<file path="src/rtl/core/gkm_pkg.sv">
// Shared types, constants and the exp lookup table for the Gaussian kernel block.
// Used by gkm_front, gkm_queue, gkm_back and gaussian_kernel_matrix.
// No dependencies.
package gkm_pkg;

  // Store geometry
  localparam int MAX_POINTS = 1024;
  localparam int MAX_DIMS   = 16;
  localparam int ROW_W      = $clog2(MAX_POINTS);
  localparam int DIM_W      = $clog2(MAX_DIMS);
  localparam int DCNT_W     = $clog2(MAX_DIMS + 1);
  localparam int ADDR_W     = ROW_W + DIM_W;

  // Field widths
  localparam int COORD_W = 16;
  localparam int SQ_W    = 2 * COORD_W;
  localparam int DIST_W  = SQ_W + DCNT_W - 1;
  localparam int INV_W   = 24;
  localparam int KV_W    = 16;
  localparam int PC_W    = 11;
  localparam int DIMS_W  = 5;
  localparam int CFG_W   = 24;
  localparam int CIDX_W  = 2;

  // Scale product split into two halves
  localparam int HALF_W  = (DIST_W + 1) / 2;
  localparam int PPROD_W = HALF_W + INV_W;
  localparam int FULL_W  = DIST_W + INV_W;

  // Exp table: Q1.32 entries at x = k/16
  localparam int EXP_STEPS = 256;
  localparam int EXP_IDX_W = $clog2(EXP_STEPS + 1);
  localparam int EXP_I_W   = $clog2(EXP_STEPS);
  localparam int FRAC_W    = 12;
  localparam int TAB_W     = 33;
  localparam int IPROD_W   = TAB_W + FRAC_W;
  localparam logic [63:0] EXP_STEP_MUL = 64'd4034748382;

  // Queue between front and back
  localparam int QUEUE_DEPTH = 2;

  // Opcodes of the input item
  localparam logic OP_LOAD  = 1'b0;
  localparam logic OP_QUERY = 1'b1;

  // Configuration register indexes
  localparam logic [CIDX_W-1:0] CFG_DIMS_IN_USE = 2'd0;
  localparam logic [CIDX_W-1:0] CFG_POINT_COUNT = 2'd1;
  localparam logic [CIDX_W-1:0] CFG_INV_SIGMA   = 2'd2;

  typedef struct packed {
    logic [DIMS_W-1:0] dims_in_use;
    logic [PC_W-1:0]   point_count;
    logic [INV_W-1:0]  inv_four_sigma_sq;
  } cfg_t;

  typedef enum logic [1:0] {
    CMD_LOAD,
    CMD_QUERY,
    CMD_QERR
  } cmd_kind_t;

  typedef struct packed {
    cmd_kind_t          kind;
    logic [ROW_W-1:0]   row_a;
    logic [ROW_W-1:0]   row_b;
    logic [DIM_W-1:0]   dim;
    logic [COORD_W-1:0] coord;
  } cmd_t;

  typedef enum logic [2:0] {
    BK_IDLE,
    BK_SUM,
    BK_SCALE,
    BK_ADD,
    BK_INTERP,
    BK_ROUND,
    BK_POST
  } bk_state_t;

  typedef logic [EXP_STEPS:0][TAB_W-1:0] exp_tab_t;

  // T[0] = 2^32, T[k+1] = round(T[k] * exp(-1/16))
  function automatic exp_tab_t build_exp_table();
    exp_tab_t    tab;
    logic [63:0] t;
    t      = 64'd1 << 32;
    tab[0] = t[TAB_W-1:0];
    for (int k = 0; k < EXP_STEPS; k++) begin
      t          = (t * EXP_STEP_MUL + 64'h8000_0000) >> 32;
      tab[k + 1] = t[TAB_W-1:0];
    end
    return tab;
  endfunction

  localparam exp_tab_t EXP_TABLE = build_exp_table();

endpackage

</file>
<file path="src/rtl/core/gkm_queue.sv">
// Short command queue between the front end and the back end.
// Depends on gkm_pkg.
module gkm_queue (
  input  logic          clk,
  input  logic          rst_n,
  input  logic          push_valid,
  output logic          push_ready,
  input  gkm_pkg::cmd_t push_cmd,
  output logic          pop_valid,
  input  logic          pop_ready,
  output gkm_pkg::cmd_t pop_cmd
);
  import gkm_pkg::*;

  localparam int PTR_W = (QUEUE_DEPTH > 1) ? $clog2(QUEUE_DEPTH) : 1;
  localparam int CNT_W = $clog2(QUEUE_DEPTH + 1);

  cmd_t             slot_r [QUEUE_DEPTH];
  logic [PTR_W-1:0] wr_ptr_r;
  logic [PTR_W-1:0] rd_ptr_r;
  logic [CNT_W-1:0] count_r;
  logic             do_push;
  logic             do_pop;

  assign push_ready = (count_r != CNT_W'(QUEUE_DEPTH));
  assign pop_valid  = (count_r != '0);
  assign do_push    = push_valid && push_ready;
  assign do_pop     = pop_valid && pop_ready;
  assign pop_cmd    = slot_r[rd_ptr_r];

  // Pointers and fill count
  always_ff @(posedge clk) begin
    if (!rst_n) begin
      wr_ptr_r <= '0;
      rd_ptr_r <= '0;
      count_r  <= '0;
    end else begin
      if (do_push) begin
        wr_ptr_r <= (wr_ptr_r == PTR_W'(QUEUE_DEPTH - 1)) ? '0 : wr_ptr_r + 1'b1;
      end
      if (do_pop) begin
        rd_ptr_r <= (rd_ptr_r == PTR_W'(QUEUE_DEPTH - 1)) ? '0 : rd_ptr_r + 1'b1;
      end
      if (do_push && !do_pop) begin
        count_r <= count_r + 1'b1;
      end else if (do_pop && !do_push) begin
        count_r <= count_r - 1'b1;
      end
    end
  end

  // Storage
  always_ff @(posedge clk) begin
    if (do_push) begin
      slot_r[wr_ptr_r] <= push_cmd;
    end
  end

  a_count_bound: assert property (@(posedge clk) disable iff (!rst_n)
    count_r <= CNT_W'(QUEUE_DEPTH))
    else $error("queue count past depth");

  a_count_track: assert property (@(posedge clk) disable iff (!rst_n)
    (do_push && !do_pop) |=> (count_r == $past(count_r) + 1'b1))
    else $error("queue count missed a push");

  a_ptr_gap: assert property (@(posedge clk) disable iff (!rst_n)
    (count_r == '0) |-> (wr_ptr_r == rd_ptr_r))
    else $error("empty queue with pointers apart");

endmodule

</file>
<file path="config.mk">
export PLATFORM = sky130hd
export DESIGN_NAME = gkm_queue
export DESIGN_NICKNAME = d
export VERILOG_FILES = /design/src/rtl/core/gkm_pkg.sv /design/src/rtl/core/gkm_queue.sv
export SDC_FILE = /design/constraint.sdc
export NUM_CORES = 1
export LEC_CHECK = 0
export BUFFER_PORTS_ARGS = -buffer_cell sky130_fd_sc_hd__buf_4
export CORE_ASPECT_RATIO = 1.4
export CORE_MARGIN = 2
export CORE_UTILIZATION = 51
export CTS_CLUSTER_SIZE = 12
export DETAILED_ROUTE_END_ITERATION = 8
export GPL_TIMING_DRIVEN = 0
export PLACE_DENSITY = 0.89
export RECOVER_POWER = 25
export SLEW_MARGIN = 5
export SYNTH_ARGS = -nofsm -noshare
export SYNTH_HDL_FRONTEND = slang
export SYNTH_SLANG_ARGS = --single-unit
</file>
<file path="constraint.sdc">
create_clock -name clk -period 2.45 [get_ports clk]
set_clock_uncertainty 0.15 [all_clocks]
set_input_delay 0.1225 -clock clk [delete_from_list [all_inputs] [get_ports clk]]
set_output_delay 0.1225 -clock clk [all_outputs]
set_load 0.005 [all_outputs]
</file>
==> flow_summary.toml, run 1 <==
[setup_path]
max_stage_delay_ns = 0.58
crit_path_end = "slot_r[1][9]$_DFFE_PP_"
slowest_stage = "and3_2"
crit-reg2reg-launch = "count_r[0]$_SDFFE_PN0P_"
r2r_slack_ns = 0.57
critPathLaunchType = "register"
worst-path-buf-inv = 1
timing.critical_path.max_delay_family = "simple AND/OR/NAND/NOR gates"
r2r_cells = 3
worstPathRequired_ns = 2.35
path_depth = 3
critPathLaunch = "count_r[0]$_SDFFE_PN0P_"
cp_cell_sequence = "nand2b_4, and3_2, buf_16"
reg2reg_to = "slot_r[1][9]$_DFFE_PP_"
arrival_ns = 1.78
path_max_fanout = 23
crit_path_end_kind = "register"
critical_path_class = "register to register"

[hold_path]
hold_path_depth = 4
min_from = "pop_ready"
hp-class = "input port to register"

[clock_network]
postCtsSetupBuffers = 0
htree_levels = 3
path_clk_slew_ns = 0.08
worstSkewPairLatency_ns = 0.33
root_buffer = "clkbuf_8"
cts_tree = "done"
clk_path_buf_depth = 2
cts_sinks = 89
cts-buffers-inserted = 9

[routing]
antenna_left = 0
wire_per_inst_um = 15.9
drc = 0
vias = 1853
viasPerCell = 4.90
drt_wl_total_um = 6000
first_iter_violations = 84
dr.pass1.iters = 2

[logic_synthesis]
synth-seq-cells = 89
ys_types = 19
yosysSeqAreaShare_pct = 80.4
ys_warn_count = 0
syn_nets = 202
syn_avg_cell_area_um2 = 21.1
syn_area_um2 = 3260
syn_inst = 155

[place]
place_inst = 318
port_buffers = 89
dpl.hpwl_um = 3650
gp_congestion = 0.666
place_ws_ns = 0.575
placed_cell_area_um2 = 4080

[timing]
period_needed_ns = 1.88
max-slew-margin-rel_pct = 60.6
fmax_ghz = 0.532
period_share_pct = 76.7
rsz0062_at_grt = "no"
finalHoldViolations = 0
tightest_slew_ns = 0.592
slew_violations = 0
setup_slack_ns = 0.572
finalSetupViolCount = 0

[finish]
area_growth_pct = 43.9
layout_common_cells = "edfxtp_1, buf_4, dlygate4sd3_1"
drive_above_1_share_pct = 50.3
design_area_um2 = 4690
fin_nets = 348
diodes = 0
finalNonFillerCells = 378
final_common_cell = "edfxtp_1"
post-route-util_pct = 75.6

[floorplan]
ioPinCount = 90
die_area_um2 = 7060
die_h_um = 98.6
die_w_um = 71.6
std_cell_rows = 34
start_util_pct = 52.5
coreArea_um2 = 6210

[grt]
grt_util_all_layers_pct = 17.6
antenna_found_initial = 0
gr-total-overflow = 0
grt_pass1_vias = 2006
grt_max_degree = 24
grt_pass1_wl_um = 9280

[power_and_ir_drop]
total_power_mw = 4.09
p_leak_nw = 1.78
irDropWorstVdd_uv = 674
power_density_nw_per_um2 = 871

[run_status]
outcome = "finished clean"

[job]
maxCapViolCount = 0
## per-stage QoR
stage	hold slack, ns	setup TNS (ns)
2_1_floorplan	0.0714	0
3_3_place_gp	0.157	-10.72
3_5_place_dp	0.160	0
4_1_cts	0.0995	0
5_1_grt	0.116	0
6_report	0.115	0
## report_power, final
part | internal [mW] | total, mW | switching (mW)
clock | 0.471 | 0.948 | 0.478
combinational | 0.704 | 1.18 | 0.473
sequential | 1.90 | 1.96 | 0.0628
## registers in the layout (all words and copies together), names as in the netlist, named ones only
register	flops
count_r	2
rd_ptr_r	1
wr_ptr_r	1
slot_r	84
## synthesized netlist by cell type, drive strengths merged
master | instances | area share, %
edfxtp | 84 | 77
mux2 | 42 | 14
buf | 5 | 0.77
dfxtp | 5 | 3.1
and2 | 4 | 0.77
a21boi | 2 | 0.46
o21ai | 2 | 0.31
xnor2 | 2 | 0.54
a21bo | 1 | 0.31
and3 | 1 | 0.19
ha | 1 | 0.38
inv | 1 | 0.11
nand2b | 1 | 0.42
nand3b | 1 | 0.23
or2 | 1 | 0.19
or3 | 1 | 0.19
xor2 | 1 | 0.27
## layer usage
layer / track usage, % / part of all wire (%) / vias to the layer above
met1: 19.9 / 39 / 905
met2: 30.9 / 56 / 48
met4: 6.10 / 1.3 / 0
met5: 0 / 0 / -
met3: 5.73 / 4.2 / 5
li1: - / - / 895
## area by class of cell
class | count | area [µm²]
sequential | 89 | 2620
fill | 364 | 1520
timing repair buffer | 135 | 1150
multi-input combinational | 60 | 613
clock buffer | 11 | 131
tap | 72 | 90.1
clock inverter | 5 | 56.3
buffer | 5 | 25.0
inverter | 1 | 3.75
## logic make-up (layout without fill, tap and decap cells)
logic type / Yosys count / count (layout) / share of synthesized area, %
compound gates: 5 / 5 / 1.07
xor+xnor: 3 / 3 / 0.805
mux: 42 / 42 / 14.5
fa+ha+maj: 1 / 1 / 0.383
buf+inv: 6 / 157 / 0.882
simple gates: 9 / 9 / 1.99
flops: 89 / 89 / 80.4
## worst min-delay path, stage by stage
cell and delay (ns):
buf_4 0.08, o21ai_1 0.09, xnor2_1 0.16, and2_1 0.11
## how the worst min path moves through the flow
stage	end	slack, ns
6_report	register	0.11
5_1_grt	register	0.12
4_1_cts	register	0.1
3_5_place_dp	slot_r[0][14]$_DFFE_PP_	0.16
3_3_place_gp	slot_r[0][3]$_DFFE_PP_	0.16
2_1_floorplan	slot_r[0][0]$_DFFE_PP_	0.07
## repair_timing
item | in CTS | in global routing
gates resized for setup | 0 | 0
hold buffers | 44 | 0
hold endpoints to repair | 89 | 0
Power figures use the tool's default switching activity.
==> run 2: changes to the inputs <==
Clock period 2.45 ns to 1.93 ns, I/O delays scaled along.
==> run 2 against run 1 <==
Final cell count fell by 0.26%; flip-flop and latch count did not move; via count rose by 2.1%; largest cell class unchanged.
==> flow_summary.toml, run 2 (same netlist as run 1, synthesis figures left out) <==
[run_status]
outcome = "finished clean"

[grt]
grt_max_degree = 43
grt_pass1_vias = 2031
grt_pass1_wl_um = 9740
grt_util_all_layers_pct = 18.6
gr-total-overflow = 0
antenna_found_initial = 0

[finish]
fin_nets = 347
final_common_cell = "edfxtp_1"
design_area_um2 = 4670
layout_common_cells = "edfxtp_1, buf_4, dlygate4sd3_1"
drive_above_1_share_pct = 50.8
finalNonFillerCells = 377
reg.largest.list = "slot_r x84, count_r x2"
largest_reg_flops = 84
area_growth_pct = 43.1
diodes = 0
post-route-util_pct = 75.2
largest-register = "slot_r"

[power_and_ir_drop]
p_sw_share_pct = 25.2
switchingPower_mw = 1.31
irDropWorstVdd_uv = 859
p_int_mw = 3.89
clockPowerShare_pct = 23.6
combPwrFrac_pct = 28.4
p_leak_nw = 1.74
total_power_mw = 5.21
power_density_nw_per_um2 = 1120
share_seq_of_total_power_pct = 48.0

[routing]
wire_per_inst_um = 16.4
first_iter_violations = 88
dr.pass1.iters = 4
drc = 0
vias = 1892
viasPerCell = 5.02
drt_wl_total_um = 6200
antenna_left = 0

[clock_network]
clk_path_buf_depth = 2
cts_sinks = 89
postCtsSetupBuffers = 0
worstSkewPairLatency_ns = 0.34
root_buffer = "clkbuf_8"
cts_tree = "done"
htree_levels = 3
cts-buffers-inserted = 9
path_clk_slew_ns = 0.08

[place]
place_inst = 316
dpl.hpwl_um = 3660
gp_congestion = 0.679
place_ws_ns = -0.242
placed_cell_area_um2 = 4030
port_buffers = 89

[timing]
finalSetupViolCount = 0
max-slew-margin-rel_pct = 60.4
fmax_ghz = 0.545
period_needed_ns = 1.83
finalHoldViolations = 0
setup_slack_ns = 0.0951
rsz0062_at_grt = "yes"
slew_violations = 0
period_share_pct = 95.1
tightest_slew_ns = 0.594

[floorplan]
die_area_um2 = 7060
die_w_um = 71.6
std_cell_rows = 34
start_util_pct = 52.5
die_h_um = 98.6
coreArea_um2 = 6210
ioPinCount = 90

[setup_path]
r2r_cells = 3
crit_path_end_kind = "register"
worstPathRequired_ns = 1.72
arrival_ns = 1.63
critical_path_class = "register to register"
path_max_fanout = 21
critPathLaunchType = "register"

[hold_path]
hp-class = "input port to register"
hold_path_depth = 4

[job]
maxCapViolCount = 0
==> run 2: power groups by stage <==
| stage | logic, mW | registers [mW] | clock network [mW] |
|---|---|---|---|
| after floorplan | 0.741 | 2.51 | 0 |
| after global placement | 1.36 | 2.52 | 0 |
| after detailed placement | 1.40 | 2.54 | 0 |
| after CTS | 1.49 | 2.50 | 1.27 |
| after global routing | 1.60 | 2.53 | 1.35 |
| final | 1.48 | 2.50 | 1.23 |
==> run 2: repair_timing <==
item / in CTS / in global routing
hold endpoints to repair: 89 / 0
cloned: 1 / 0
hold buffers: 44 / 0
gates resized for setup: 2 / 6
setup endpoints to repair: 84 / 59
==> run 2: per-stage QoR <==
step / TNS, ns / hold slack [ns]
6_report: 0 / 0.0576
5_1_grt: -0.204 / 0.105
4_1_cts: 0 / 0.0532
3_5_place_dp: -14.50 / 0.134
3_3_place_gp: -10.66 / 0.131
2_1_floorplan: 0 / 0.0454
==> run 2: path summary, 6_finish.rpt <==
kind,endpoint,slack (ns),from
max,slot_r[0][18]$_DFFE_PP_,0.1,count_r[0]$_SDFFE_PN0P_
min,register,0.06,pop_ready
max reg2reg,slot_r[0][18]$_DFFE_PP_,0.1,count_r[0]$_SDFFE_PN0P_
min reg2reg,count_r[1]$_SDFFE_PN0P_,0.39,count_r[1]$_SDFFE_PN0P_
==> run 2: layout make-up <==
type | instances | area [µm²]
Sequential cell | 89 | 2630
Fill cell | 391 | 1540
Timing Repair Buffer | 133 | 1090
Multi-Input combinational cell | 60 | 617
Clock buffer | 10 | 128
Tap cell | 72 | 90.1
Clock inverter | 6 | 67.6
Buffer | 5 | 35.0
Inverter | 1 | 7.51
Timing Repair inverter | 1 | 7.51
==> run 2: routing by layer <==
| metal | vias up | global-route usage [%] | share of wire, % |
|---|---|---|---|
| li1 | 894 | - | - |
| met1 | 919 | 19.5 | 35 |
| met2 | 69 | 34.1 | 57 |
| met3 | 10 | 5.11 | 5.5 |
| met4 | 0 | 8.27 | 2.1 |
| met5 | - | 0 | 0 |
==> run 2: worst max-delay path, stage by stage, from the launching register on <==
cell and delay, ns:
dfxtp_2 0.35, nand2b_4 0.16, nand3b_1 0.25, clkinvlp_4 0.51
==> run 3: changes to the inputs <==
Settings changed: MAX_ROUTING_LAYER set to met4.
==> run 3 against run 2 <==
Fmax about the same; via count increased by 0.42%; core utilization unchanged; worst setup slack improved by 0.0011 ns; combinational power about the same; largest cell class unchanged; highest routed layer unchanged.
==> flow_summary.toml, run 3 (same netlist as run 1, synthesis figures left out) <==
[floorplan]
start_util_pct = 52.5
std_cell_rows = 34
ioPinCount = 90
die_area_um2 = 7060
coreArea_um2 = 6210
die_h_um = 98.6
die_w_um = 71.6

[clock_network]
cts_tree = "done"
root_buffer = "clkbuf_8"
htree_levels = 3
postCtsSetupBuffers = 0
worstSkewPairLatency_ns = 0.34
clk_path_buf_depth = 2
cts-buffers-inserted = 9
path_clk_slew_ns = 0.08
cts_sinks = 89

[place]
dpl.hpwl_um = 3660
place_inst = 316
port_buffers = 89
gp_congestion = 0.686
place_ws_ns = -0.242
placed_cell_area_um2 = 4030

[grt]
grt_pass1_vias = 2035
grt_pass1_wl_um = 9730
antenna_found_initial = 0
grt_util_all_layers_pct = 19.1
gr-total-overflow = 0
grt_max_degree = 43

[finish]
finalNonFillerCells = 377
final_common_cell = "edfxtp_1"
design_area_um2 = 4670
fin_nets = 347
largest_reg_flops = 84
layout_common_cells = "edfxtp_1, buf_4, dlygate4sd3_1"
diodes = 0
drive_above_1_share_pct = 50.8
largest-register = "slot_r"
nFillCells = 391
area_growth_pct = 43.1
reg.largest.list = "slot_r x84, count_r x2"

[routing]
first_iter_violations = 81
drc = 0
wire_per_inst_um = 16.4
antenna_left = 0
dr.pass1.iters = 4
drt_wl_total_um = 6190
viasPerCell = 5.04
vias = 1900

[hold_path]
hp-class = "input port to register"

[timing]
max-slew-margin-rel_pct = 60.5
slew_violations = 0
fmax_ghz = 0.545
rsz0062_at_grt = "yes"
fin_setup_tns_ns = 0
finalHoldViolations = 0
tightest_slew_ns = 0.592
period_needed_ns = 1.83
setup_slack_ns = 0.0962
timing.hold.ws_ns = 0.0576
finalSetupViolCount = 0
period_share_pct = 95.0

[setup_path]
arrival_ns = 1.63
critPathLaunchType = "register"
crit_path_end_kind = "register"
worstPathRequired_ns = 1.72
path_max_fanout = 21
critical_path_class = "register to register"

[power_and_ir_drop]
power_density_nw_per_um2 = 1120
irDropWorstVdd_uv = 859
p_leak_nw = 1.74

[job]
maxCapViolCount = 0

[run_status]
outcome = "finished clean"
==> run 3: cell counts in the layout (fill, tap and decap cells not counted) <==
Identical to the previous run, type by type.
==> run 3: routing by layer <==
metal	vias to the layer above	wire, µm	global-route usage [%]
met4	0	165	9.58
met5	-	0	-
li1	896	-	-
met2	62	3530	34.1
met1	928	2210	19.5
met3	14	289	3.89
==> run 3: final timing paths <==
path,slack (ns),cells past startpoint,end,from
setup / recovery,0.1,3,slot_r[0][18]$_DFFE_PP_,count_r[0]$_SDFFE_PN0P_
hold / removal,0.06,4,register,pop_ready
setup reg to reg,0.1,3,slot_r[0][18]$_DFFE_PP_,count_r[0]$_SDFFE_PN0P_
hold reg to reg,0.39,2,count_r[1]$_SDFFE_PN0P_,count_r[1]$_SDFFE_PN0P_
==> run 3: layout make-up <==
cell class                 instances  area [µm²]  area share (%)
timing repair inverter             1        7.51           0.161
timing repair buffer             133        1090            23.4
buffer                             5        35.0           0.750
sequential                        89        2630            56.2
multi-input combinational         60         617            13.2
clock buffer                      10         128            2.73
clock inverter                     6        67.6            1.45
inverter                           1        7.51           0.161
tap                               72        90.1            1.93
==> run 3: metrics by stage <==
step	total power, mW	utilization [%]
after floorplan	3.25	-
after global placement	3.88	64.8
after detailed placement	3.94	64.8
after CTS	5.26	75.2
after global routing	5.47	75.2
final	5.21	75.2
==> run 3: report_power, final <==
part	total, mW	switching, mW	leakage [nW]	internal [mW]
combinational	1.48	0.610	0.825	0.871
sequential	2.50	0.0807	0.826	2.42
clock	1.23	0.627	0.0933	0.605
total	5.21	1.32	1.74	3.90
==> run 3: what timing repair did <==
item                                    in CTS  in global routing
hold buffers                                44                  0
gates cloned                                 1                  0
endpoints found under the hold margin       89                  0
resized for setup                            2                  6
endpoints found under the setup margin      84                 53
==> run 3: critical path, cell delays in order, from the launching register on <==
cell and delay (ns):
dfxtp_2 0.35, nand2b_4 0.16, nand3b_1 0.25, clkinvlp_4 0.51
