$ cat src/rtl/core/gkm_pkg.sv
// Shared types, constants and the exp lookup table for the Gaussian kernel block.
// Used by gkm_front, gkm_queue, gkm_back and gaussian_kernel_matrix.
// No dependencies.
package gkm_pkg;

  // Store geometry
  localparam int MAX_POINTS = 1024;
  localparam int MAX_DIMS   = 16;
  localparam int ROW_W      = $clog2(MAX_POINTS);
  localparam int DIM_W      = $clog2(MAX_DIMS);
  localparam int DCNT_W     = $clog2(MAX_DIMS + 1);
  localparam int ADDR_W     = ROW_W + DIM_W;

  // Field widths
  localparam int COORD_W = 16;
  localparam int SQ_W    = 2 * COORD_W;
  localparam int DIST_W  = SQ_W + DCNT_W - 1;
  localparam int INV_W   = 24;
  localparam int KV_W    = 16;
  localparam int PC_W    = 11;
  localparam int DIMS_W  = 5;
  localparam int CFG_W   = 24;
  localparam int CIDX_W  = 2;

  // Scale product split into two halves
  localparam int HALF_W  = (DIST_W + 1) / 2;
  localparam int PPROD_W = HALF_W + INV_W;
  localparam int FULL_W  = DIST_W + INV_W;

  // Exp table: Q1.32 entries at x = k/16
  localparam int EXP_STEPS = 256;
  localparam int EXP_IDX_W = $clog2(EXP_STEPS + 1);
  localparam int EXP_I_W   = $clog2(EXP_STEPS);
  localparam int FRAC_W    = 12;
  localparam int TAB_W     = 33;
  localparam int IPROD_W   = TAB_W + FRAC_W;
  localparam logic [63:0] EXP_STEP_MUL = 64'd4034748382;

  // Queue between front and back
  localparam int QUEUE_DEPTH = 2;

  // Opcodes of the input item
  localparam logic OP_LOAD  = 1'b0;
  localparam logic OP_QUERY = 1'b1;

  // Configuration register indexes
  localparam logic [CIDX_W-1:0] CFG_DIMS_IN_USE = 2'd0;
  localparam logic [CIDX_W-1:0] CFG_POINT_COUNT = 2'd1;
  localparam logic [CIDX_W-1:0] CFG_INV_SIGMA   = 2'd2;

  typedef struct packed {
    logic [DIMS_W-1:0] dims_in_use;
    logic [PC_W-1:0]   point_count;
    logic [INV_W-1:0]  inv_four_sigma_sq;
  } cfg_t;

  typedef enum logic [1:0] {
    CMD_LOAD,
    CMD_QUERY,
    CMD_QERR
  } cmd_kind_t;

  typedef struct packed {
    cmd_kind_t          kind;
    logic [ROW_W-1:0]   row_a;
    logic [ROW_W-1:0]   row_b;
    logic [DIM_W-1:0]   dim;
    logic [COORD_W-1:0] coord;
  } cmd_t;

  typedef enum logic [2:0] {
    BK_IDLE,
    BK_SUM,
    BK_SCALE,
    BK_ADD,
    BK_INTERP,
    BK_ROUND,
    BK_POST
  } bk_state_t;

  typedef logic [EXP_STEPS:0][TAB_W-1:0] exp_tab_t;

  // T[0] = 2^32, T[k+1] = round(T[k] * exp(-1/16))
  function automatic exp_tab_t build_exp_table();
    exp_tab_t    tab;
    logic [63:0] t;
    t      = 64'd1 << 32;
    tab[0] = t[TAB_W-1:0];
    for (int k = 0; k < EXP_STEPS; k++) begin
      t          = (t * EXP_STEP_MUL + 64'h8000_0000) >> 32;
      tab[k + 1] = t[TAB_W-1:0];
    end
    return tab;
  endfunction

  localparam exp_tab_t EXP_TABLE = build_exp_table();

endpackage

$ cat src/rtl/core/gkm_front.sv
// Front end: accepts input items, checks query indices and classifies them.
// Depends on gkm_pkg; feeds gkm_queue.
module gkm_front (
  input  logic                        clk,
  input  logic                        rst_n,
  input  gkm_pkg::cfg_t               cfg,
  input  logic                        in_tvalid,
  output logic                        in_tready,
  input  logic [39:0]                 in_tdata,
  input  logic                        in_tuser,
  output logic                        push_valid,
  input  logic                        push_ready,
  output gkm_pkg::cmd_t               push_cmd
);
  import gkm_pkg::*;

  logic  fr_valid_r;
  cmd_t  fr_cmd_r;
  cmd_t  cls_cmd;
  logic  accept;
  logic  bad_idx;

  assign in_tready = !fr_valid_r || push_ready;
  assign accept    = in_tvalid && in_tready;

  // Unpack and classify; an index at or past point_count is an error
  always_comb begin
    cls_cmd.row_a = in_tdata[ROW_W-1:0];
    cls_cmd.row_b = in_tdata[2*ROW_W-1:ROW_W];
    cls_cmd.dim   = in_tdata[2*ROW_W+DIM_W-1:2*ROW_W];
    cls_cmd.coord = in_tdata[2*ROW_W+DIM_W+COORD_W-1:2*ROW_W+DIM_W];
    bad_idx = ({1'b0, cls_cmd.row_a} >= cfg.point_count) ||
              ({1'b0, cls_cmd.row_b} >= cfg.point_count);
    if (in_tuser == OP_LOAD) begin
      cls_cmd.kind = CMD_LOAD;
    end else if (bad_idx) begin
      cls_cmd.kind = CMD_QERR;
    end else begin
      cls_cmd.kind = CMD_QUERY;
    end
  end

  // Holding register toward the queue
  always_ff @(posedge clk) begin
    if (!rst_n) begin
      fr_valid_r <= 1'b0;
    end else if (accept) begin
      fr_valid_r <= 1'b1;
    end else if (push_ready) begin
      fr_valid_r <= 1'b0;
    end
  end

  always_ff @(posedge clk) begin
    if (accept) begin
      fr_cmd_r <= cls_cmd;
    end
  end

  assign push_valid = fr_valid_r;
  assign push_cmd   = fr_cmd_r;

endmodule

$ cat config.mk
export PLATFORM = sky130hd
export DESIGN_NAME = gkm_front
export DESIGN_NICKNAME = d
export VERILOG_FILES = /design/src/rtl/core/gkm_pkg.sv /design/src/rtl/core/gkm_front.sv
export SDC_FILE = /design/constraint.sdc
export NUM_CORES = 1
export LEC_CHECK = 0
export ABC_AREA = 1
export BUFFER_PORTS_ARGS = -buffer_cell sky130_fd_sc_hd__buf_4
export CAP_MARGIN = 20
export CORE_ASPECT_RATIO = 0.75
export CORE_MARGIN = 2
export CORE_UTILIZATION = 40
export CTS_BUF_LIST = sky130_fd_sc_hd__clkbuf_4 sky130_fd_sc_hd__clkbuf_8 sky130_fd_sc_hd__clkbuf_16
export DETAILED_ROUTE_END_ITERATION = 8
export PLACE_DENSITY = 0.86
export SLEW_MARGIN = 20
export SYNTH_ARGS = -nofsm -noshare
export SYNTH_HDL_FRONTEND = slang
export SYNTH_SLANG_ARGS = --single-unit
$ cat constraint.sdc
create_clock -name clk -period 4.63 [get_ports clk]
set_clock_uncertainty 0.05 [all_clocks]
set_input_delay 0.926 -clock clk [delete_from_list [all_inputs] [get_ports clk]]
set_output_delay 0.926 -clock clk [all_outputs]
set_load 0.02 [all_outputs]
==> flow_summary.ini, run 1 <==
[place]
io_buffers = 99
post-dp-hpwl_um = 3662
gp_congestion = 0.9081
dp_cells = 328

[critical_path]
worst-r2r-setup-slack_ns = 3.01
r2r-start = push_valid
r2r-end = push_cmd[31]
crit_type = input pin to output port
cp_max_fo = 2
worstRegToRegCells = 2
worstPathRequired_ns = 3.65
startpoint_type = input pin
critPathArrivalTime_ns = 1.39
critical_path.endpoint_type = output port

[clocking]
cts_resized = 0
clockBufferDepth = 2
cts_hold_buf = 0
path_clk_slew_ns = 0.08
htree_levels = 2
cts_buffers = 5
root_buffer = clkbuf_8
post-cts-setup-buffers = 0
cts.sinks = 43
cts_tree = done
clk_latency_ns = 0.30

[pwr]
clkPwrFrac_pct = 35.1
power_density_nw_per_um2 = 334.9
finalPower_mw = 0.9836
ir_worst_vdd_v = 0.0002449
power_frac_seq_pct = 46.9
p_sw_mw = 0.2260
leakagePower_nw = 1.425
swShare_pct = 22.98
intPower_mw = 0.7576
pwr-share-comb_pct = 17.9

[route]
routedWlPerCell_um = 13.51
drtIter0Drc = 39
wirelength_um = 4540
ant_nets = 0
vias = 1551
remaining_drc_errors = 0
dr.pass1.iters = 4
routed_via_density = 4.616

[logic_synthesis]
syn_area_um2 = 1963
netlist.area_leader.share_pct = 64.24
syn_nets = 273
syn_area_per_cell_um2 = 11.69
yosysWarnings = 0
synth_cells = 168
netlist_top_cells_area = edfxtp_1 64%, ha_1 13%, nand2_1 8.0%, inv_1 4.2%, nor2_1 3.8%
synth_top_area_cell = edfxtp_1
ys_seq_elements = 43
synth_seq_area_share_pct = 65.26
synth_cell_types = 15

[hold_path]
min_from = push_valid
worstHoldPathCells = 2
hold_end = push_valid
min_path_type = flip-flop to flip-flop

[layout]
fillers = 379
finalNetCount = 380
seqCellArea_um2 = 1281
final_common_cell = buf_4
syn_to_final_growth_pct = 49.59
final_cells = 336
fin_util_pct = 60.96
diodes = 0
multi_input_comb_area_um2 = 595.6
drive_above_1_share_pct = 41.30
final_cell_mix = 100 x buf_4, 42 x nand2_1, 42 x edfxtp_1, 22 x inv_1

[flow_run]
max_cap_viol_count = 0

[timing]
rsz0062_at_grt = false
setup_tns_ns = 0
holdWs_ns = 0.5060
fin_crit_sh_pct = 51.03
worstMarginPinSlew_ns = 0.4980
setup_violations = 0
period_minus_slack_ns = 2.363
maxSlewHeadroom_pct = 66.72
fmax_mhz = 423.3
slew_violations = 0
hold_viol = 0

[die]
core-area_um2 = 4817
die_area_um2 = 5490
rows = 22
initial_core_util_pct = 40.75
die_h_um = 64.67
ioPinCount = 129
die_w_um = 84.90

[global_routing]
grt_start_max_net_pins = 30
overflow = 0
antenna_found_initial = 0
grt_pass1_wl_um = 6962
track_usage_pct = 16.88
grt_pass1_vias = 1526

[status]
status = finished clean
flip-flops by register name (all words and copies together) (netlist names):
| signal | count |
|---|---|
| push_valid | 1 |
| push_cmd | 42 |
power groups by stage:
stage | Combinational, mW | Sequential, mW | Clock (mW)
floorplan | 0.0560 | 0.501 | 0
global placement | 0.171 | 0.469 | 0
detailed placement | 0.176 | 0.471 | 0
CTS | 0.177 | 0.462 | 0.350
global route | 0.192 | 0.464 | 0.368
finish | 0.177 | 0.461 | 0.346
synthesized netlist by cell type:
cell type and count:
ha_1 20, nand3_1 5, a21oi_1 7, a21boi_1 1
dfxtp_1 1, inv_1 22, clkinv_1 1, nand4_1 1
inv_2 3, a21boi_2 1, nand3b_1 1, o21ai_2 1
nor2_1 20, edfxtp_1 42, nand2_1 42
metal layers:
layer / up-vias / global-route usage (%) / part of all wire [%]
met2: 75 / 28.35 / 48
met5: - / 0 / 0
met1: 693 / 20.41 / 42
li1: 776 / - / -
met3: 7 / 5.732 / 8.6
met4: 0 / 5.952 / 1.3
per-stage QoR:
stage	setup WS [ns]	area, µm²
after global placement	2.297	2800
after global routing	2.234	2937
after floorplan	1.101	1963
after detailed placement	2.272	2800
after CTS	2.273	2937
final	2.267	2937
logic make-up (layout without fill, tap and decap cells):
logic type / after synthesis / count (layout) / share of synthesized area, %
adders and majority gates: 20 / 20 / 12.75
and+or+nand+nor: 69 / 69 / 13.83
AOI/OAI and AO/OA: 10 / 10 / 3.187
DFF: 43 / 43 / 65.26
buffers and inverters: 26 / 134 / 4.971
worst max path at each step:
stage / from / endpoint / slack [ns]
2_1_floorplan: in_tvalid / push_cmd[0] / 1.10
3_3_place_gp: push_ready / in_tready / 2.30
3_5_place_dp: push_ready / in_tready / 2.27
4_1_cts: push_ready / in_tready / 2.27
5_1_grt: push_ready / in_tready / 2.23
6_report: push_ready / in_tready / 2.27
worst max-delay path, stage by stage:
cell and delay (ns):
buf_4 0.11, inv_1 0.10, nand2_1 0.09, buf_4 0.16
area by class of cell:
class                           instances  share of cell area, %
Tap cell                               60                  2.556
Timing Repair Buffer                  100                  25.56
Clock inverter                          2                  2.045
Inverter                               26                  3.323
Multi-Input combinational cell         99                  20.28
Sequential cell                        43                  43.63
Clock buffer                            6                  2.599
No activity file was read; power rests on OpenSTA's default activity.
==> run 2: changes to the inputs <==
- CORE_UTILIZATION: 40 -> 38
- PLACE_DENSITY: 0.86 -> 0.85
- clock period: 4.63 -> 2.15 ns (I/O delays scaled with it)
==> flow_summary.ini, run 2 (synthesized netlist as in run 1, its figures left out) <==
[status]
status = finished clean

[place]
pre_cts_ws_ns = 0.3242
io_buffers = 99
gp_congestion = 0.8866
post-dp-hpwl_um = 3404

[clocking]
cts_hold_buf = 0
cts.sinks = 43
cts_tree = done
post-cts-setup-buffers = 0
clk_latency_ns = 0.29
htree_levels = 2
cts_buffers = 5
clockBufferDepth = 2
path_clk_slew_ns = 0.08
root_buffer = clkbuf_8
cts_resized = 0

[die]
die_h_um = 66.25
rows = 22
die_w_um = 87.00
initial_core_util_pct = 39.84
die_area_um2 = 5763
ioPinCount = 129
core-area_um2 = 4927

[critical_path]
critPathArrivalTime_ns = 1.54
cp-endpoint = push_cmd[41]
startpoint = cfg[30]
cp_max_fo = 4
startpoint_type = input pin
crit_type = input pin to flip-flop
critical_path.endpoint_type = flip-flop
r2r-start = push_valid
r2r-end = push_cmd[15]
worstRegToRegCells = 2
worst-r2r-setup-slack_ns = 1.01
worstPathRequired_ns = 2.16

[timing]
rsz0062_at_grt = false
fin_crit_sh_pct = 71.15
worstMarginPinSlew_ns = 0.2227
slew_violations = 0
hold_viol = 0
fmax_mhz = 653.7
period_minus_slack_ns = 1.530
layout_setup_ws_ns = 0.6204
setup_violations = 0
setup_tns_ns = 0
maxSlewHeadroom_pct = 85.16

[global_routing]
track_usage_pct = 14.83
antenna_found_initial = 0
grt_pass1_wl_um = 6354
grt_pass1_vias = 1436
overflow = 0
grt_start_max_net_pins = 43

[pwr]
p_sw_mw = 0.4939
power_frac_seq_pct = 52.5
ir_worst_vdd_v = 0.0002679
pwr-share-comb_pct = 20.0
finalPower_mw = 1.890
power_density_nw_per_um2 = 651.4
intPower_mw = 1.396
swShare_pct = 26.13
clkPwrFrac_pct = 27.5
leakagePower_nw = 1.405

[layout]
drive_above_1_share_pct = 41.30
fillers = 417
final_cell_mix = 99 x buf_4, 42 x nand2_1, 42 x edfxtp_1, 22 x inv_1
fin_util_pct = 58.89
largest_reg_flops = 42
finalNetCount = 380
syn_to_final_growth_pct = 47.80
final_common_cell = buf_4
diodes = 0

[route]
vias = 1537
drtIter0Drc = 37
remaining_drc_errors = 0
dr.pass1.iters = 4
routed_via_density = 4.574
routedWlPerCell_um = 12.60
wirelength_um = 4234
ant_nets = 0

[hold_path]
min_path_type = input pin to flip-flop

[flow_run]
max_cap_viol_count = 0
==> run 2: power by group through the flow <==
stage          logic (mW)  registers (mW)  clock network [mW]
2_1_floorplan       0.123            1.08                   0
3_3_place_gp        0.372            1.01                   0
3_5_place_dp        0.382            1.01                   0
4_1_cts             0.383           0.993               0.536
5_1_grt             0.417           0.996               0.576
6_report            0.379           0.992               0.520
==> run 2: metrics by stage <==
stage          instances  hold slack, ns  instance area (µm²)
2_1_floorplan        168          0.4789                 1974
3_3_place_gp         328          0.4771                 2813
3_5_place_dp         328          0.4872                 2813
4_1_cts              336          0.2527                 2902
5_1_grt              336          0.2416                 2902
6_report             336          0.2598                 2902
==> run 2: metal layers <==
layer,GRT usage [%],share of wire [%],up-vias
met5,0,0,-
met4,5.078,0.97,0
met3,4.994,9.0,5
met2,24.24,46,70
met1,18.38,44,685
li1,-,-,777
==> run 2: area by class of cell <==
cell class / instances / area (µm²) / share of cell area [%]
Sequential cell: 43 / 1281 / 44.16
Clock buffer: 6 / 76.32 / 2.630
Multi-Input combinational cell: 99 / 595.6 / 20.53
Timing Repair Buffer: 100 / 763.2 / 26.30
Clock inverter: 2 / 12.51 / 0.4312
Inverter: 26 / 97.59 / 3.364
Tap cell: 60 / 75.07 / 2.587
==> run 2: worst min-delay path by stage <==
| stage | end | start | slack [ns] | depth (start not counted) |
|---|---|---|---|---|
| 2_1_floorplan | push_cmd[0] | in_tdata[24] | 0.48 | 0 |
| 3_3_place_gp | push_valid | push_valid | 0.48 | 2 |
| 3_5_place_dp | push_valid | push_valid | 0.49 | 2 |
| 4_1_cts | push_cmd[5] | in_tdata[29] | 0.25 | 1 |
| 5_1_grt | push_cmd[7] | in_tdata[31] | 0.24 | 1 |
| 6_report | push_cmd[17] | in_tdata[21] | 0.26 | 1 |
==> run 2: worst max-delay path: stages <==
cell     delay (ns)
buf_4          0.11
inv_1          0.08
ha_1           0.25
nand2_1        0.14
inv_1          0.06
a21oi_1        0.15
nand2_1        0.07
nand2_1        0.08
nand2_1        0.06
nor2_1         0.09
nor2_1         0.04
==> run 3: changes to the inputs <==
- ABC_AREA: 1 -> 0
- CORE_UTILIZATION: 38 -> 36
- PLACE_DENSITY: 0.85 -> 0.84
- clock period: 2.15 -> 1.4 ns (I/O delays scaled with it)
==> flow_summary.ini, run 3 <==
[status]
status = finished with violations
violations = negative setup slack

[critical_path]
cp_max_fo = 2
critical_path.endpoint_type = flip-flop
startpoint_type = input pin
critPathArrivalTime_ns = 1.45
crit_family = compound AO/OA/AOI/OAI gates
cp_num_buf_inv = 2
crit_type = input pin to flip-flop
worstPathRequired_ns = 1.41
crit_top_cell = a21oi_2
cp_slowest_cell = a211o_1
slowest_delay_ns = 0.30
crit_chain = buf_6 > inv_2 > ha_4 > nand2b_4 > a211o_1 > a21oi_2 > a21oi_2 > o21a_1

[logic_synthesis]
syn_area_per_cell_um2 = 17.14
synth_seq_area_share_pct = 71.21
synth_ff_type = edfxtp_1
ys_seq_elements = 43
syn_area_um2 = 1799
synth_cell_types = 22
netlist_top_cells_area = edfxtp_1 70%, ha_1 14%, inv_1 2.5%, a2111oi_4 1.5%, a21oi_1 1.4%
synth_commonest_cells = 42 x edfxtp_1, 20 x ha_1, 12 x inv_1, 5 x a21oi_1
async_flop_share_pct = 0
syn_nets = 210
yosysWarnings = 0
synth_cells = 105
synth_edf_count = 42
synth_top_area_cell = edfxtp_1
synth.most_common_cell = edfxtp_1
netlist.area_leader.share_pct = 70.10

[place]
dp_cells = 266
io_buffers = 99
place_area_um2 = 2739
pre_cts_ws_ns = -0.4958
post-dp-hpwl_um = 3309
gp_congestion = 0.7436

[global_routing]
overflow = 0
antenna_found_initial = 0
grt_pass1_vias = 1323
grt_pass1_wl_um = 6513
grt_start_max_net_pins = 27
track_usage_pct = 15.85

[route]
remaining_drc_errors = 0
dr.pass1.iters = 4
ant_nets = 0
wirelength_um = 4232
drtIter0Drc = 36
routed_via_density = 4.600
vias = 1265
routedWlPerCell_um = 15.39

[die]
die_w_um = 85.63
core-area_um2 = 4845
die_area_um2 = 5585
ioPinCount = 129
initial_core_util_pct = 37.14
rows = 22
die_h_um = 65.23

[clocking]
root_buffer = clkbuf_8
clockBufferDepth = 2
clk_latency_ns = 0.29
cts.sinks = 43
path_clk_slew_ns = 0.08
cts_buffers = 5
cts_tree = done
htree_levels = 2

[layout]
drive_above_1_share_pct = 63.26
fillers = 364
largest_reg_flops = 42
final_area_um2 = 2975
final_common_cell = buf_4
syn_to_final_growth_pct = 65.37
final_cell_mix = 96 x buf_4, 42 x edfxtp_1, 13 x ha_1, 6 x inv_1, 6 x ha_4
fin_util_pct = 61.42
diodes = 0
finalNetCount = 319
final_cells = 275

[pwr]
ir_worst_vdd_v = 0.0007380
swShare_pct = 22.08
clkPwrFrac_pct = 35.1
intPower_mw = 2.549
power_density_nw_per_um2 = 1099
power_frac_seq_pct = 46.6
leakagePower_nw = 1.304
pwr-share-comb_pct = 18.4
p_sw_mw = 0.7220
finalPower_mw = 3.271

[timing]
holdWs_ns = 0.1094
rsz0062_at_grt = true
setup_violations = 1
slew_violations = 0
fmax_mhz = 695.3
hold_viol = 0
period_minus_slack_ns = 1.438
maxSlewHeadroom_pct = 82.11
layout_setup_ws_ns = -0.03833
fin_crit_sh_pct = 102.7
worstMarginPinSlew_ns = 0.2683
setup_tns_ns = -0.03833

[flow_run]
max_cap_viol_count = 0

[hold_path]
min_path_type = input pin to flip-flop
==> run 3: changes by cell type in the layout (fill, tap and decap cells not counted), sizes merged, moves of 2 or more <==
cell	change
nand3	-4
nand2b	+3
a21o	+2
nor2b	+2
nand2	-42
inv	-13
bufinv	+2
nand4b	+2
nor2	-17
clkinv	-2
a21oi	-2
buf	+2
==> run 3: cell type report <==
class / instances / area, µm² / area share, %
clock inverter: 2 / 60.06 / 2.019
sequential: 43 / 1281 / 43.06
clock buffer: 6 / 76.32 / 2.565
inverter: 12 / 60.06 / 2.019
multi-input combinational: 50 / 609.3 / 20.48
tap: 60 / 75.07 / 2.523
timing repair buffer: 102 / 813.3 / 27.33
==> run 3: what timing repair did <==
action	4_1_cts	5_1_grt
setup endpoints to repair	2	2
endpoints found under the hold margin	0	0
pin swaps	11	4
hold buffers	0	0
resized for setup	15	6
buffers inserted	1	0
==> run 3: layer usage <==
layer / vias to the layer above / GRT usage, % / share of wire [%]
met3: 5 / 6.281 / 9.6
li1: 620 / - / -
met4: 0 / 4.167 / 0.80
met5: - / 0 / 0
met1: 577 / 18.14 / 40
met2: 63 / 27.83 / 49
==> run 3: worst paths after layout <==
kind,startpoint,to,slack [ns],cells after the start
setup reg to reg,push_valid,push_cmd[4],0.29,3
setup / recovery,in_tdata[0],push_cmd[41],-0.04,8
hold reg to reg,push_valid,push_valid,0.47,2
hold / removal,in_tdata[29],push_cmd[5],0.11,1
==> run 3: worst reg2reg max path, cell delays in order (launching register included) <==
cell and delay [ns]:
dfxtp_1 0.34, nand2b_4 0.08, and2_4 0.17, buf_12 0.18
==> run 3: power by group through the flow <==
stage	combinational, mW	sequential, mW	clock (mW)
after detailed placement	0.565	1.55	0
after floorplan	0.165	1.65	0
final	0.600	1.52	1.15
after global routing	0.652	1.53	1.22
after CTS	0.597	1.53	1.17
after global placement	0.554	1.55	0
==> run 3: kinds of logic (layout without fill, tap and decap cells) <==
family / count (synthesis) / after routing / share of synthesized area [%]
flops: 43 / 43 / 71.21
fa+ha+maj: 20 / 20 / 13.91
compound gates: 15 / 15 / 7.024
simple gates: 15 / 15 / 5.355
buf+inv: 12 / 122 / 2.503
